--- src/rtl/core/pfs_pkg.sv ---
// Shared types, widths and constants of the pixel frame statistics block.
// No dependencies; used by every module under rtl/core.
`default_nettype none
package pfs_pkg;

  localparam int COUNT_BITS = 24;
  localparam int PIX_W      = 16;
  localparam int F24_W      = 24;
  localparam int SUM_W      = COUNT_BITS + 16;
  localparam int SQ_W       = COUNT_BITS + 32;
  localparam int QUOT_W     = 48;
  localparam int DIVD_W     = COUNT_BITS + QUOT_W;
  localparam int QCNT_W     = $clog2(QUOT_W);
  localparam int ROOT_W     = 24;
  localparam int RAD_W      = 2 * ROOT_W;
  localparam int SREM_W     = ROOT_W + 2;
  localparam int RCNT_W     = $clog2(ROOT_W);

  localparam logic [PIX_W-1:0]      THR_RESET = 16'd65530;
  localparam logic [PIX_W-1:0]      PIX_MAX   = 16'd65535;
  localparam logic [COUNT_BITS-1:0] TALLY_MAX = '1;

  typedef struct packed {
    logic [SUM_W-1:0]      sum;
    logic [SQ_W-1:0]       sq;
    logic [PIX_W-1:0]      max_v;
    logic [PIX_W-1:0]      min_v;
    logic [COUNT_BITS-1:0] ovl;
    logic [COUNT_BITS-1:0] tally;
    logic                  ovf;
  } frame_t;

  localparam frame_t FRAME_CLEAR = '{
    sum:   '0,
    sq:    '0,
    max_v: '0,
    min_v: PIX_MAX,
    ovl:   '0,
    tally: '0,
    ovf:   1'b0
  };

  typedef struct packed {
    logic busy;
    logic done;
  } unit_stat_t;

  function automatic logic [F24_W-1:0] fit24(input logic [COUNT_BITS-1:0] v);
    logic [COUNT_BITS+F24_W-1:0] w;
    w = {{F24_W{1'b0}}, v};
    return w[F24_W-1:0];
  endfunction

endpackage
`default_nettype wire

--- src/rtl/core/pixel_frame_statistics.sv ---
// Pixel frame statistics: per-frame mean, deviation, extremes and counts.
// Top level; depends on pfs_pkg, pfs_accum, pfs_div and pfs_sqrt.
//
// Input channel (in_valid/in_ready, pixel, last): one pixel request per cycle while in_ready is high.
// The pixel flagged last closes the frame and is included in it.
// Output channel (out_valid/out_ready): one result request per frame, held
// in an output register until taken.
// cfg_write/cfg_data load the overload threshold (reset value 65530).
// From acceptance of the last pixel to out_valid the frame passes through two
// 48-step passes of the serial divider (mean, then scaled sum of squares), 24
// steps of the serial root and the sequencer states.
// Throughput: one pixel per cycle while in_ready is high. A last pixel waits in
// stage 1 while the previous frame is still in the finisher, and in_ready stays
// low meanwhile, so no further pixels are taken until the finisher takes it.
// A stalled receiver holds the result; the finisher then waits with the
// next frame's result until the output register frees up.
// Reset (rst, synchronous) clears accumulators, sequencer and out_valid and
// restores the threshold.
`default_nettype none
module pixel_frame_statistics (
  input  wire logic                       clk,
  input  wire logic                       rst,
  input  wire logic                       cfg_write,
  input  wire logic [pfs_pkg::PIX_W-1:0]  cfg_data,
  input  wire logic                       in_valid,
  output logic                            in_ready,
  input  wire logic [pfs_pkg::PIX_W-1:0]  pixel,
  input  wire logic                       last,
  output logic                            out_valid,
  input  wire logic                       out_ready,
  output logic [pfs_pkg::F24_W-1:0]       mean_q8,
  output logic [pfs_pkg::F24_W-1:0]       stddev_q8,
  output logic [pfs_pkg::PIX_W-1:0]       max_value,
  output logic [pfs_pkg::PIX_W-1:0]       min_value,
  output logic [pfs_pkg::F24_W-1:0]       overload_count,
  output logic [pfs_pkg::F24_W-1:0]       pixel_count,
  output logic                            count_overflow
);

  typedef enum logic [2:0] {
    ST_IDLE,
    ST_MEAN,
    ST_MEAN_WAIT,
    ST_SC_WAIT,
    ST_SQUARE,
    ST_DIFF,
    ST_ROOT_WAIT,
    ST_HOLD
  } state_t;

  state_t                        state;
  logic                          fin_busy;
  logic                          frame_start;
  pfs_pkg::frame_t               frame;
  pfs_pkg::frame_t               fr;
  logic                          div_start;
  logic [pfs_pkg::DIVD_W-1:0]    div_numer;
  logic [pfs_pkg::DIVD_W-1:0]    d_mean;
  logic [pfs_pkg::DIVD_W-1:0]    d_scaled;
  logic [pfs_pkg::QUOT_W-1:0]    div_quot;
  pfs_pkg::unit_stat_t           div_stat;
  logic                          sqrt_start;
  logic [pfs_pkg::RAD_W-1:0]     radicand;
  logic [pfs_pkg::ROOT_W-1:0]    root;
  pfs_pkg::unit_stat_t           sqrt_stat;
  logic [pfs_pkg::F24_W-1:0]     mean_r;
  logic [pfs_pkg::ROOT_W-1:0]    sd;
  logic [pfs_pkg::RAD_W-1:0]     scaled;
  logic [pfs_pkg::RAD_W-1:0]     msq;
  logic [pfs_pkg::RAD_W-1:0]     mean_sq;

  pfs_accum u_accum (
    .clk         (clk),
    .rst         (rst),
    .cfg_write   (cfg_write),
    .cfg_data    (cfg_data),
    .in_valid    (in_valid),
    .in_ready    (in_ready),
    .pixel       (pixel),
    .last        (last),
    .fin_busy    (fin_busy),
    .frame_start (frame_start),
    .frame       (frame)
  );

  pfs_div u_div (
    .clk   (clk),
    .rst   (rst),
    .start (div_start),
    .numer (div_numer),
    .denom (fr.tally),
    .stat  (div_stat),
    .quot  (div_quot)
  );

  pfs_sqrt u_sqrt (
    .clk      (clk),
    .rst      (rst),
    .start    (sqrt_start),
    .radicand (radicand),
    .stat     (sqrt_stat),
    .root     (root)
  );

  assign fin_busy = (state != ST_IDLE);

  // mean: (sum*256 + n/2) / n ; scaled: sum2*65536 / n
  assign d_mean    = (pfs_pkg::DIVD_W'(fr.sum) << 8) + pfs_pkg::DIVD_W'(fr.tally >> 1);
  assign d_scaled  = pfs_pkg::DIVD_W'(fr.sq) << 16;
  assign div_start = (state == ST_MEAN) || (state == ST_MEAN_WAIT && div_stat.done);
  assign div_numer = (state == ST_MEAN) ? d_mean : d_scaled;

  assign mean_sq    = pfs_pkg::RAD_W'(mean_r) * pfs_pkg::RAD_W'(mean_r);
  assign sqrt_start = (state == ST_DIFF);
  assign radicand   = (scaled > msq) ? (scaled - msq) : '0;

  always_ff @(posedge clk) begin
    if (rst) begin
      state     <= ST_IDLE;
      out_valid <= 1'b0;
    end else begin
      if (out_valid && out_ready && state != ST_HOLD) begin
        out_valid <= 1'b0;
      end
      unique case (state)
        ST_IDLE: begin
          if (frame_start) begin
            fr    <= frame;
            state <= ST_MEAN;
          end
        end
        ST_MEAN: begin
          state <= ST_MEAN_WAIT;
        end
        ST_MEAN_WAIT: begin
          if (div_stat.done) begin
            mean_r <= div_quot[pfs_pkg::F24_W-1:0];
            state  <= ST_SC_WAIT;
          end
        end
        ST_SC_WAIT: begin
          if (div_stat.done) begin
            scaled <= div_quot;
            state  <= ST_SQUARE;
          end
        end
        ST_SQUARE: begin
          msq   <= mean_sq;
          state <= ST_DIFF;
        end
        ST_DIFF: begin
          state <= ST_ROOT_WAIT;
        end
        ST_ROOT_WAIT: begin
          if (sqrt_stat.done) begin
            sd    <= root;
            state <= ST_HOLD;
          end
        end
        ST_HOLD: begin
          if (!out_valid || out_ready) begin
            mean_q8        <= mean_r;
            stddev_q8      <= sd;
            max_value      <= fr.max_v;
            min_value      <= fr.min_v;
            overload_count <= pfs_pkg::fit24(fr.ovl);
            pixel_count    <= pfs_pkg::fit24(fr.tally);
            count_overflow <= fr.ovf;
            out_valid      <= 1'b1;
            state          <= ST_IDLE;
          end
        end
        default: begin
          state <= ST_IDLE;
        end
      endcase
    end
  end

`ifndef SYNTHESIS
  a_start_idle: assert property (@(posedge clk) disable iff (rst)
    frame_start |-> state == ST_IDLE)
    else $error("frame handed over while finisher busy");

  a_div_done: assert property (@(posedge clk) disable iff (rst)
    div_stat.done |-> (state == ST_MEAN_WAIT || state == ST_SC_WAIT))
    else $error("divider finished outside a wait state");

  a_root_done: assert property (@(posedge clk) disable iff (rst)
    sqrt_stat.done |-> state == ST_ROOT_WAIT)
    else $error("root finished outside its wait state");

  a_unit_free: assert property (@(posedge clk) disable iff (rst)
    (div_start || sqrt_start) |-> !(div_stat.busy || sqrt_stat.busy))
    else $error("serial unit restarted while busy");

  a_load_hold: assert property (@(posedge clk) disable iff (rst)
    $rose(out_valid) |-> $past(state) == ST_HOLD)
    else $error("result loaded outside hold state");
`endif

endmodule
`default_nettype wire

--- src/rtl/core/pfs_accum.sv ---
// Per-pixel front end: threshold register, squaring stage and frame accumulators.
// Depends on pfs_pkg.
`default_nettype none
module pfs_accum (
  input  wire logic                           clk,
  input  wire logic                           rst,
  input  wire logic                           cfg_write,
  input  wire logic [pfs_pkg::PIX_W-1:0]      cfg_data,
  input  wire logic                           in_valid,
  output logic                                in_ready,
  input  wire logic [pfs_pkg::PIX_W-1:0]      pixel,
  input  wire logic                           last,
  input  wire logic                           fin_busy,
  output logic                                frame_start,
  output pfs_pkg::frame_t                     frame
);

  logic                          s1_valid;
  logic                          s1_last;
  logic [pfs_pkg::PIX_W-1:0]     s1_px;
  logic [2*pfs_pkg::PIX_W-1:0]   s1_sq;
  logic [2*pfs_pkg::PIX_W-1:0]   sq_in;
  logic [pfs_pkg::PIX_W-1:0]     threshold;
  logic                          adv;
  pfs_pkg::frame_t               acc;
  pfs_pkg::frame_t               acc_next;

  assign sq_in = (2*pfs_pkg::PIX_W)'(pixel) * (2*pfs_pkg::PIX_W)'(pixel);

  // a last request waits in stage 1 until the finisher can take the frame
  assign adv         = !(s1_valid && s1_last && fin_busy);
  assign in_ready    = adv;
  assign frame_start = s1_valid && s1_last && adv;
  assign frame       = acc_next;

  always_comb begin
    acc_next = acc;
    if (acc.tally != pfs_pkg::TALLY_MAX) begin
      acc_next.sum   = acc.sum + pfs_pkg::SUM_W'(s1_px);
      acc_next.sq    = acc.sq + pfs_pkg::SQ_W'(s1_sq);
      acc_next.tally = acc.tally + pfs_pkg::COUNT_BITS'(1);
    end else begin
      acc_next.ovf = 1'b1;
    end
    if (s1_px > acc.max_v) begin
      acc_next.max_v = s1_px;
    end
    if (s1_px < acc.min_v) begin
      acc_next.min_v = s1_px;
    end
    if (s1_px >= threshold && acc.ovl != pfs_pkg::TALLY_MAX) begin
      acc_next.ovl = acc.ovl + pfs_pkg::COUNT_BITS'(1);
    end
  end

  always_ff @(posedge clk) begin
    if (rst) begin
      s1_valid  <= 1'b0;
      acc       <= pfs_pkg::FRAME_CLEAR;
      threshold <= pfs_pkg::THR_RESET;
    end else begin
      if (cfg_write) begin
        threshold <= cfg_data;
      end
      if (adv) begin
        s1_valid <= in_valid;
        if (s1_valid) begin
          acc <= s1_last ? pfs_pkg::FRAME_CLEAR : acc_next;
        end
      end
    end
  end

  always_ff @(posedge clk) begin
    if (adv) begin
      s1_px   <= pixel;
      s1_sq   <= sq_in;
      s1_last <= last;
    end
  end

endmodule
`default_nettype wire

--- src/rtl/core/pfs_div.sv ---
// Bit-serial restoring divider, one quotient bit per cycle.
// Depends on pfs_pkg.
`default_nettype none
module pfs_div (
  input  wire logic                            clk,
  input  wire logic                            rst,
  input  wire logic                            start,
  input  wire logic [pfs_pkg::DIVD_W-1:0]      numer,
  input  wire logic [pfs_pkg::COUNT_BITS-1:0]  denom,
  output pfs_pkg::unit_stat_t                  stat,
  output logic [pfs_pkg::QUOT_W-1:0]           quot
);

  logic [pfs_pkg::COUNT_BITS-1:0] rem;
  logic [pfs_pkg::COUNT_BITS-1:0] rem_next;
  logic [pfs_pkg::COUNT_BITS-1:0] dvs;
  logic [pfs_pkg::QUOT_W-1:0]     shreg;
  logic [pfs_pkg::COUNT_BITS:0]   trial;
  logic [pfs_pkg::COUNT_BITS:0]   diff;
  logic                           ge;
  logic [pfs_pkg::QCNT_W-1:0]     cnt;
  logic                           busy;
  logic                           done;

  assign trial    = {rem, shreg[pfs_pkg::QUOT_W-1]};
  assign diff     = trial - {1'b0, dvs};
  assign ge       = trial >= {1'b0, dvs};
  assign rem_next = ge ? diff[pfs_pkg::COUNT_BITS-1:0] : trial[pfs_pkg::COUNT_BITS-1:0];

  assign stat.busy = busy;
  assign stat.done = done;
  assign quot      = shreg;

  always_ff @(posedge clk) begin
    if (rst) begin
      busy <= 1'b0;
      done <= 1'b0;
      cnt  <= '0;
    end else begin
      done <= 1'b0;
      if (start) begin
        busy <= 1'b1;
        cnt  <= pfs_pkg::QCNT_W'(pfs_pkg::QUOT_W - 1);
      end else if (busy) begin
        if (cnt == '0) begin
          busy <= 1'b0;
          done <= 1'b1;
        end else begin
          cnt <= cnt - pfs_pkg::QCNT_W'(1);
        end
      end
    end
  end

  // high part of the dividend is below the divisor, so it seeds the remainder
  always_ff @(posedge clk) begin
    if (start) begin
      rem   <= numer[pfs_pkg::DIVD_W-1:pfs_pkg::QUOT_W];
      shreg <= numer[pfs_pkg::QUOT_W-1:0];
      dvs   <= denom;
    end else if (busy) begin
      rem   <= rem_next;
      shreg <= {shreg[pfs_pkg::QUOT_W-2:0], ge};
    end
  end

endmodule
`default_nettype wire

--- src/rtl/core/pfs_sqrt.sv ---
// Digit-serial integer square root, one root bit (two radicand bits) per cycle.
// Depends on pfs_pkg.
`default_nettype none
module pfs_sqrt (
  input  wire logic                        clk,
  input  wire logic                        rst,
  input  wire logic                        start,
  input  wire logic [pfs_pkg::RAD_W-1:0]   radicand,
  output pfs_pkg::unit_stat_t              stat,
  output logic [pfs_pkg::ROOT_W-1:0]       root
);

  logic [pfs_pkg::SREM_W-1:0]   srem;
  logic [pfs_pkg::SREM_W-1:0]   srem_next;
  logic [pfs_pkg::RAD_W-1:0]    sh;
  logic [pfs_pkg::ROOT_W-1:0]   root_r;
  logic [pfs_pkg::SREM_W+1:0]   t;
  logic [pfs_pkg::SREM_W+1:0]   trial;
  logic [pfs_pkg::SREM_W+1:0]   d;
  logic                         ge;
  logic [pfs_pkg::RCNT_W-1:0]   cnt;
  logic                         busy;
  logic                         done;

  assign t         = {srem, sh[pfs_pkg::RAD_W-1 -: 2]};
  assign trial     = {2'b00, root_r, 2'b01};
  assign d         = t - trial;
  assign ge        = t >= trial;
  assign srem_next = ge ? d[pfs_pkg::SREM_W-1:0] : t[pfs_pkg::SREM_W-1:0];

  assign stat.busy = busy;
  assign stat.done = done;
  assign root      = root_r;

  always_ff @(posedge clk) begin
    if (rst) begin
      busy <= 1'b0;
      done <= 1'b0;
      cnt  <= '0;
    end else begin
      done <= 1'b0;
      if (start) begin
        busy <= 1'b1;
        cnt  <= pfs_pkg::RCNT_W'(pfs_pkg::ROOT_W - 1);
      end else if (busy) begin
        if (cnt == '0) begin
          busy <= 1'b0;
          done <= 1'b1;
        end else begin
          cnt <= cnt - pfs_pkg::RCNT_W'(1);
        end
      end
    end
  end

  always_ff @(posedge clk) begin
    if (start) begin
      srem   <= '0;
      sh     <= radicand;
      root_r <= '0;
    end else if (busy) begin
      srem   <= srem_next;
      sh     <= {sh[pfs_pkg::RAD_W-3:0], 2'b00};
      root_r <= {root_r[pfs_pkg::ROOT_W-2:0], ge};
    end
  end

endmodule
`default_nettype wire

--- config.mk ---
export PLATFORM = sky130hd
export DESIGN_NAME = pixel_frame_statistics
export DESIGN_NICKNAME = d
export VERILOG_FILES = /design/src/rtl/core/pfs_pkg.sv /design/src/rtl/core/pixel_frame_statistics.sv /design/src/rtl/core/pfs_accum.sv /design/src/rtl/core/pfs_div.sv /design/src/rtl/core/pfs_sqrt.sv
export SDC_FILE = /design/constraint.sdc
export NUM_CORES = 2
export LEC_CHECK = 0
export BUFFER_PORTS_ARGS = -buffer_cell sky130_fd_sc_hd__buf_2
export CAP_MARGIN = 10
export CORE_AREA = 2 2 371 336
export CTS_CLUSTER_SIZE = 40
export DETAILED_ROUTE_END_ITERATION = 16
export DIE_AREA = 0 0 373 338
export PLACE_DENSITY = 0.83
export SETUP_SLACK_MARGIN = 0.02
export SYNTH_ARGS = -nofsm -noshare
export SYNTH_HDL_FRONTEND = slang
export SYNTH_SLANG_ARGS = --single-unit
--- constraint.sdc ---
create_clock -name clk -period 15.7 [get_ports clk]
set_clock_uncertainty 0.15 [all_clocks]
set_input_delay 1.57 -clock clk [delete_from_list [all_inputs] [get_ports clk]]
set_output_delay 1.57 -clock clk [all_outputs]
set_load 0.1 [all_outputs]
After elaboration in Yosys (flattened, before gate mapping)
Index checks and enable logic that the tools add are counted.
Word-level totals
  register bits after elaboration: 906
  logic and storage cells: 160
Cells by class
  $mul: 2
  multiplexer cells: 40
  equal/unequal tests: 17
  bitwise gates (word level): 6
  add/subtract/negate cells: 10
  order comparisons: 6
  reductions and logical operators: 33
Operators by type and width (number)
  $mux W48: 5
  $mux W177: 1
  $mux W24: 5
  $mux W96: 1
  $mux W72: 1
  $add A56 B32 Y56: 1
  $add A48 B23 Y49: 1
  $add A24 B1 Y24 const B: 2
  $gt A48 B48 Y1: 1
  $mul A24 B24 Y48: 1
  $ne A24 B24 Y1 const B: 2
  $sub A48 B48 Y48: 1
  $add A40 B16 Y40: 1
  $mul A16 B16 Y32: 1
  $mux W16: 2
  $ge A28 B26 Y1: 1
  $mux W26: 1
  $sub A26 B26 Y26: 1
  $ge A25 B24 Y1: 1
  $pmux W3 S8: 1
  $sub A24 B24 Y24: 1
  $mux W6: 3
  $ge A16 B16 Y1: 1
  $gt A16 B16 Y1: 1
  other kinds (26): 77

Logic depth before layout (Yosys ltp)
  word-level depth: 6
  gate-level depth with buffers: 27
  gate-level depth less buffers: 27

Cells and area by module
A second synthesis with hierarchy kept.
Unflattened totals
  cell total of the unflattened synthesis: 6684
  area, all modules: 68303.0 µm²
By module, submodules not included
  pixel_frame_statistics: area an instance 34775.9 µm², cells an instance 3073, instances 1
  pfs_accum: area an instance 22072.4 µm², cells an instance 2606, instances 1
  pfs_sqrt: area an instance 5749.3 µm², cells an instance 546, instances 1
  pfs_div: area an instance 5705.5 µm², cells an instance 459, instances 1

Least setup slack after synthesis
No wires, ideal clock.
  path type: input-to-reg
  from: input port rst
  to: register fr (netlist bit d_scaled[16]), enable pin
  path buffers: 2
  cell stages on the path: 3
  library setup time: 932 ps
  data arrival time: 13902 ps
  setup slack: 716 ps
  cell sequence: clkbuf_1 -> clkbuf_1 -> nor3_1
Between the ends
  cells in the longest elaborated chain, start to end: 2
Ends and longest elaborated chain
  from (decl): RTL line pixel_frame_statistics.sv:22  | input wire logic rst,
  $not A1 Y1 (no source line)
  $reduce_and A3 Y1 (no source line)
  to (signal assigned): RTL line pixel_frame_statistics.sv:128  | fr <= frame;
  to (decl): RTL line pixel_frame_statistics.sv:55  | pfs_pkg::frame_t fr;
Every way passes these cells.
A chain may end at the register's enable or synchronous reset.

Worst setup path in the final report
  from: register mean_r[6] (netlist bit)
  to: register msq[46] (netlist bit) (data pin)
Between the ends
  cells in the longest elaborated chain, start to end: 1
Ends and longest elaborated chain
  from (decl): RTL line pixel_frame_statistics.sv:66  | logic [pfs_pkg::F24_W-1:0] mean_r;
  from (signal assigned): RTL line pixel_frame_statistics.sv:137  | mean_r <= div_quot[pfs_pkg::F24_W-1:0];
  $mul A24 B24 Y48: RTL line pixel_frame_statistics.sv:113  | assign mean_sq = pfs_pkg::RAD_W'(mean_r) * pfs_pkg::RAD_W'(mean_r);
  named net mean_sq, one bit: RTL line pixel_frame_statistics.sv:70  | logic [pfs_pkg::RAD_W-1:0] mean_sq;
  to (signal assigned): RTL line pixel_frame_statistics.sv:148  | msq <= mean_sq;
  to (decl): RTL line pixel_frame_statistics.sv:69  | logic [pfs_pkg::RAD_W-1:0] msq;
The timed path passes the listed nets, and every way through them passes these cells.

==> impl_metrics.yaml <==
die:
  core-area_um2: 122000
  starting_density_of_the_core_pct: 54.7
  die_w_um: 373
  die_height_um: 338
  io_pins: 169
  core.rowCount: 122
  floorplan.die_area_um2: 126000
pwr:
  static-leakage-power_nw: 32.4
  vdd_drop_max_v: 0.000170
  p_per_area_nw_per_um2: 138
clock_network:
  clk-insertion-delay-late_ps: 730
  clock_sinks: 903
  clk_pin_slew_ps: 60
  cts_setup_buffers: 0
  htree_num_levels: 3
  cts_buffer_depth: 3
  cts_resized: 0
  hold_buffer_count_at_cts: 0
  clk_root_buffer_cell: "sky130_fd_sc_hd__clkbuf_16"
  tritoncts: "done"
  cts_inserted_buffers: 96
critical_path:
  worstSetupPathType: "register to register"
  worst_ep_required_time_ps: 15990
  worst_path_largest_cell_delay_ps: 730
  timing.critical_path.to_type: "register"
  most_frequent_cp_cell: "sky130_fd_sc_hd__fa_1"
  worst_r2r_startpoint: "mean_r[6]"
  path_max_fanout: 14
  critical_path.slowest_cell: "sky130_fd_sc_hd__edfxtp_1"
  reg2reg_capture_point: "msq[46]"
  reg2reg_setup_slack_ps: 7270
  setup.worst_path.start_class: "register"
  timing.reg2reg.worst_path_depth: 25
  arrival_ps: 8720
placement:
  place.port_buffers: 168
  detailedPlacementHpwl_um: 124000
  dpl_worst_slack_ps: 7350
  place_congestion: 0.933
synthesis:
  synthDistinctLibCells: 89
  synth_nets: 7738
  syn_avg_cell_area_um2: 10.1
  proportion_of_synthesized_chip_area_in_sequential_cells_pct: 36.6
  gate_count_of_the_mapped_netlist: 6610
  yosysWarnings: 0
  ys_dominant_reg_cell: "sky130_fd_sc_hd__edfxtp_1"
  asyncSetResetFlopFracSynth_pct: 0
  synth_largest_area_cell: "sky130_fd_sc_hd__edfxtp_1"
  synth_enable_flop_cells: 640
  synth.ff_latch_count: 903
  netlist_top_cells_area: "sky130_fd_sc_hd__edfxtp_1, sky130_fd_sc_hd__fa_1, sky130_fd_sc_hd__ha_1, sky130_fd_sc_hd__dfxtp_1, sky130_fd_sc_hd__inv_1"
  syn-cell-area_um2: 66900
  area_share_of_the_largest_cell_type_after_synthesis_pct: 28.7
sta:
  timing.final.crit_period_ps: 8430
  hold_viol_final: 0
  grt_setup_unrepaired: "no"
  worst_slew_margin_rel_pct: 20.2
  worst_pin_slew_ps: 1200
  period_share_pct: 53.7
  timing.final.max_slew_violations: 0
  achievable-frequency_ghz: 0.119
  holdWs_ps: 267
  fin_ws_ps: 7270
  setup_viol: 0
  setup_tns_ps: 0
global_routing:
  antenna_violations_before_repair: 1
  grt_max_degree: 73
  total_routing_usage_reported_by_global_routing_pct: 26.5
  grt_first_pass_wirelength_um: 266000
  grt_pass1_vias: 49478
  grt_use_met2_pct: 44.8
  globalRouteOverflowTotal: 0
  globalRouteMet3Util_pct: 4.36
  global_route.peak_usage_layer: "met2"
  globalRouteMet1Util_pct: 34.6
finish:
  multi_input_comb_area_um2: 37700
  drive_above_1_share_pct: 6.57
  finalNetCount: 7820
  ff_latch_area_um2: 24500
  n_antenna_cell: 0
  post_route_core_utilization_pct: 59.5
  filler_cell_count: 9766
  layout-area-overhead-vs-synth_pct: 8.71
detailed_routing:
  drtPass1Iterations: 10
  routed_length_per_placed_instance_um: 19.8
  route.final.wire_length_um: 166000
  final_antenna_net_count: 0
  via_count: 48507
  drc: 0
  route.detailed.vias_per_inst: 5.78
  detail_route.iter0.violations: 4318
run_status:
  run_status: "finished, final reports clean"
job:
  timing.max_cap.violations: 0
hold_path:
  hold_path_end: "overload_count[9]"
  timing.hold.worst_path_depth: 0
  hold_start: "fr[34]"
  worstHoldPathType: "register to register"
[cell usage after synthesis, types with 10 or more instances]
library cell and n:
sky130_fd_sc_hd__a41oi_1 14, sky130_fd_sc_hd__or2_2 11, sky130_fd_sc_hd__o21bai_1 33, sky130_fd_sc_hd__nand2_1 632, sky130_fd_sc_hd__or3_1 22, sky130_fd_sc_hd__nor2_1 365, sky130_fd_sc_hd__and2_1 193, sky130_fd_sc_hd__o41ai_1 10
sky130_fd_sc_hd__nor4_1 13, sky130_fd_sc_hd__ha_1 490, sky130_fd_sc_hd__edfxtp_1 640, sky130_fd_sc_hd__a211o_1 11, sky130_fd_sc_hd__nand4_1 73, sky130_fd_sc_hd__xnor2_1 204, sky130_fd_sc_hd__a31oi_1 66, sky130_fd_sc_hd__inv_1 1022
sky130_fd_sc_hd__nand3_1 102, sky130_fd_sc_hd__a211oi_1 48, sky130_fd_sc_hd__a21o_1 122, sky130_fd_sc_hd__xor2_1 135, sky130_fd_sc_hd__mux2i_1 40, sky130_fd_sc_hd__nand2b_1 37, sky130_fd_sc_hd__buf_2 17, sky130_fd_sc_hd__and4_1 18
sky130_fd_sc_hd__dfxtp_1 263, sky130_fd_sc_hd__o21a_1 36, sky130_fd_sc_hd__o21ai_0 325, sky130_fd_sc_hd__fa_1 600, sky130_fd_sc_hd__a22o_1 37, sky130_fd_sc_hd__o31a_1 10, sky130_fd_sc_hd__nor3_1 67, sky130_fd_sc_hd__o31ai_1 38
sky130_fd_sc_hd__nor2b_1 49, sky130_fd_sc_hd__a21oi_1 336, sky130_fd_sc_hd__o211ai_1 32, sky130_fd_sc_hd__o22a_1 17, sky130_fd_sc_hd__and3_1 79, sky130_fd_sc_hd__clkbuf_1 221, sky130_fd_sc_hd__a22oi_1 48
[report_power, final]
| part | internal (mW) | total [mW] | switching (mW) |
|---|---|---|---|
| clock network | 1.40 | 2.41 | 1.01 |
| logic | 1.76 | 4.30 | 2.54 |
| registers | 3.10 | 3.34 | 0.243 |
| total | 6.26 | 10.1 | 3.79 |
[per-stage QoR]
stage | total power, mW | cell area (µm²) | instances
finish | 10.1 | 72700 | 8388
global route | 10.8 | 72700 | 8388
CTS | 10.0 | 72700 | 8387
detailed placement | 7.60 | 69300 | 8205
global placement | 7.43 | 69300 | 8205
floorplan | 6.58 | 66900 | 6610
[per-layer routing]
| layer | routed length (µm) | share of wire (%) | vias to the layer above |
|---|---|---|---|
| li1 | - | - | 22433 |
| met1 | 67200 | 41 | 23686 |
| met2 | 79600 | 48 | 2007 |
| met3 | 12800 | 7.7 | 381 |
| met4 | 6150 | 3.7 | 0 |
| met5 | 0 | 0 | - |
[worst max-delay path by stage]
stage,to,slack (ps),startpoint
finish,msq[46],7270,mean_r[6]
detailed placement,msq[46],7350,mean_r[6]
CTS,msq[46],7310,mean_r[6]
global placement,msq[46],7500,mean_r[6]
floorplan,d_scaled[16],720,rst
global route,msq[46],6850,mean_r[6]
[worst max-delay path: cells and delay by family (launching register included)]
kind,cells,cell delay (ps)
AOI/OAI and AO/OA,9,2370
xor gates and xnor gates,1,160
adders and majority gates,8,4050
buffers and inverters,6,580
DFF,1,730
and+or+nand+nor,1,100
[placed cells by master (no fill, tap or decap), types with 36 or more instances in the layout]
cell                        instances
sky130_fd_sc_hd__a211oi_1          48
sky130_fd_sc_hd__o21a_1            36
sky130_fd_sc_hd__clkbuf_16        101
sky130_fd_sc_hd__a31oi_1           65
sky130_fd_sc_hd__edfxtp_1         640
sky130_fd_sc_hd__nor3_1            62
sky130_fd_sc_hd__nand2b_1          36
sky130_fd_sc_hd__buf_2            167
sky130_fd_sc_hd__nand3_1          101
sky130_fd_sc_hd__and2_1           192
sky130_fd_sc_hd__nand4_1           73
sky130_fd_sc_hd__ha_1             490
sky130_fd_sc_hd__dfxtp_1          262
sky130_fd_sc_hd__buf_4             64
sky130_fd_sc_hd__a22oi_1           48
sky130_fd_sc_hd__mux2i_1           40
sky130_fd_sc_hd__inv_1           1021
sky130_fd_sc_hd__xnor2_1          204
sky130_fd_sc_hd__o31ai_1           38
sky130_fd_sc_hd__a21o_1           122
sky130_fd_sc_hd__a22o_1            37
sky130_fd_sc_hd__and3_1            77
sky130_fd_sc_hd__xor2_1           135
sky130_fd_sc_hd__nor2b_1           48
sky130_fd_sc_hd__fa_1             600
sky130_fd_sc_hd__a21oi_1          335
sky130_fd_sc_hd__nor2_1           361
sky130_fd_sc_hd__o21ai_0          325
sky130_fd_sc_hd__nand2_1          629
[logic make-up after synthesis]
kind of cell               count (synthesis)  share of synthesized area [%]
xor gates and xnor gates                 339                           4.44
muxes                                     49                          0.750
and+or+nand+nor                         1697                           12.0
adders and majority gates               1090                           27.1
DFF                                      903                           36.6
AOI/OAI and AO/OA                       1261                           11.9
buffers and inverters                   1271                           7.18
[registers in the layout (all words and copies together) (netlist names), 31 cells and up]
signal         flops
u_accum.acc      177
fr               121
u_accum.s1_sq     31
scaled            48
u_sqrt.sh         48
d_scaled          56
msq               47
u_div.quot        48
[area by class of cell]
type                       count  share of cell area (%)
inverter                    1023                    5.28
sequential                   903                    33.7
clock buffer                 130                    3.69
timing repair buffer         232                    1.83
multi-input combinational   4436                    51.8
clock inverter                52                   0.926
tap                         1612                    2.77
(Power assumes the default switching activity.)
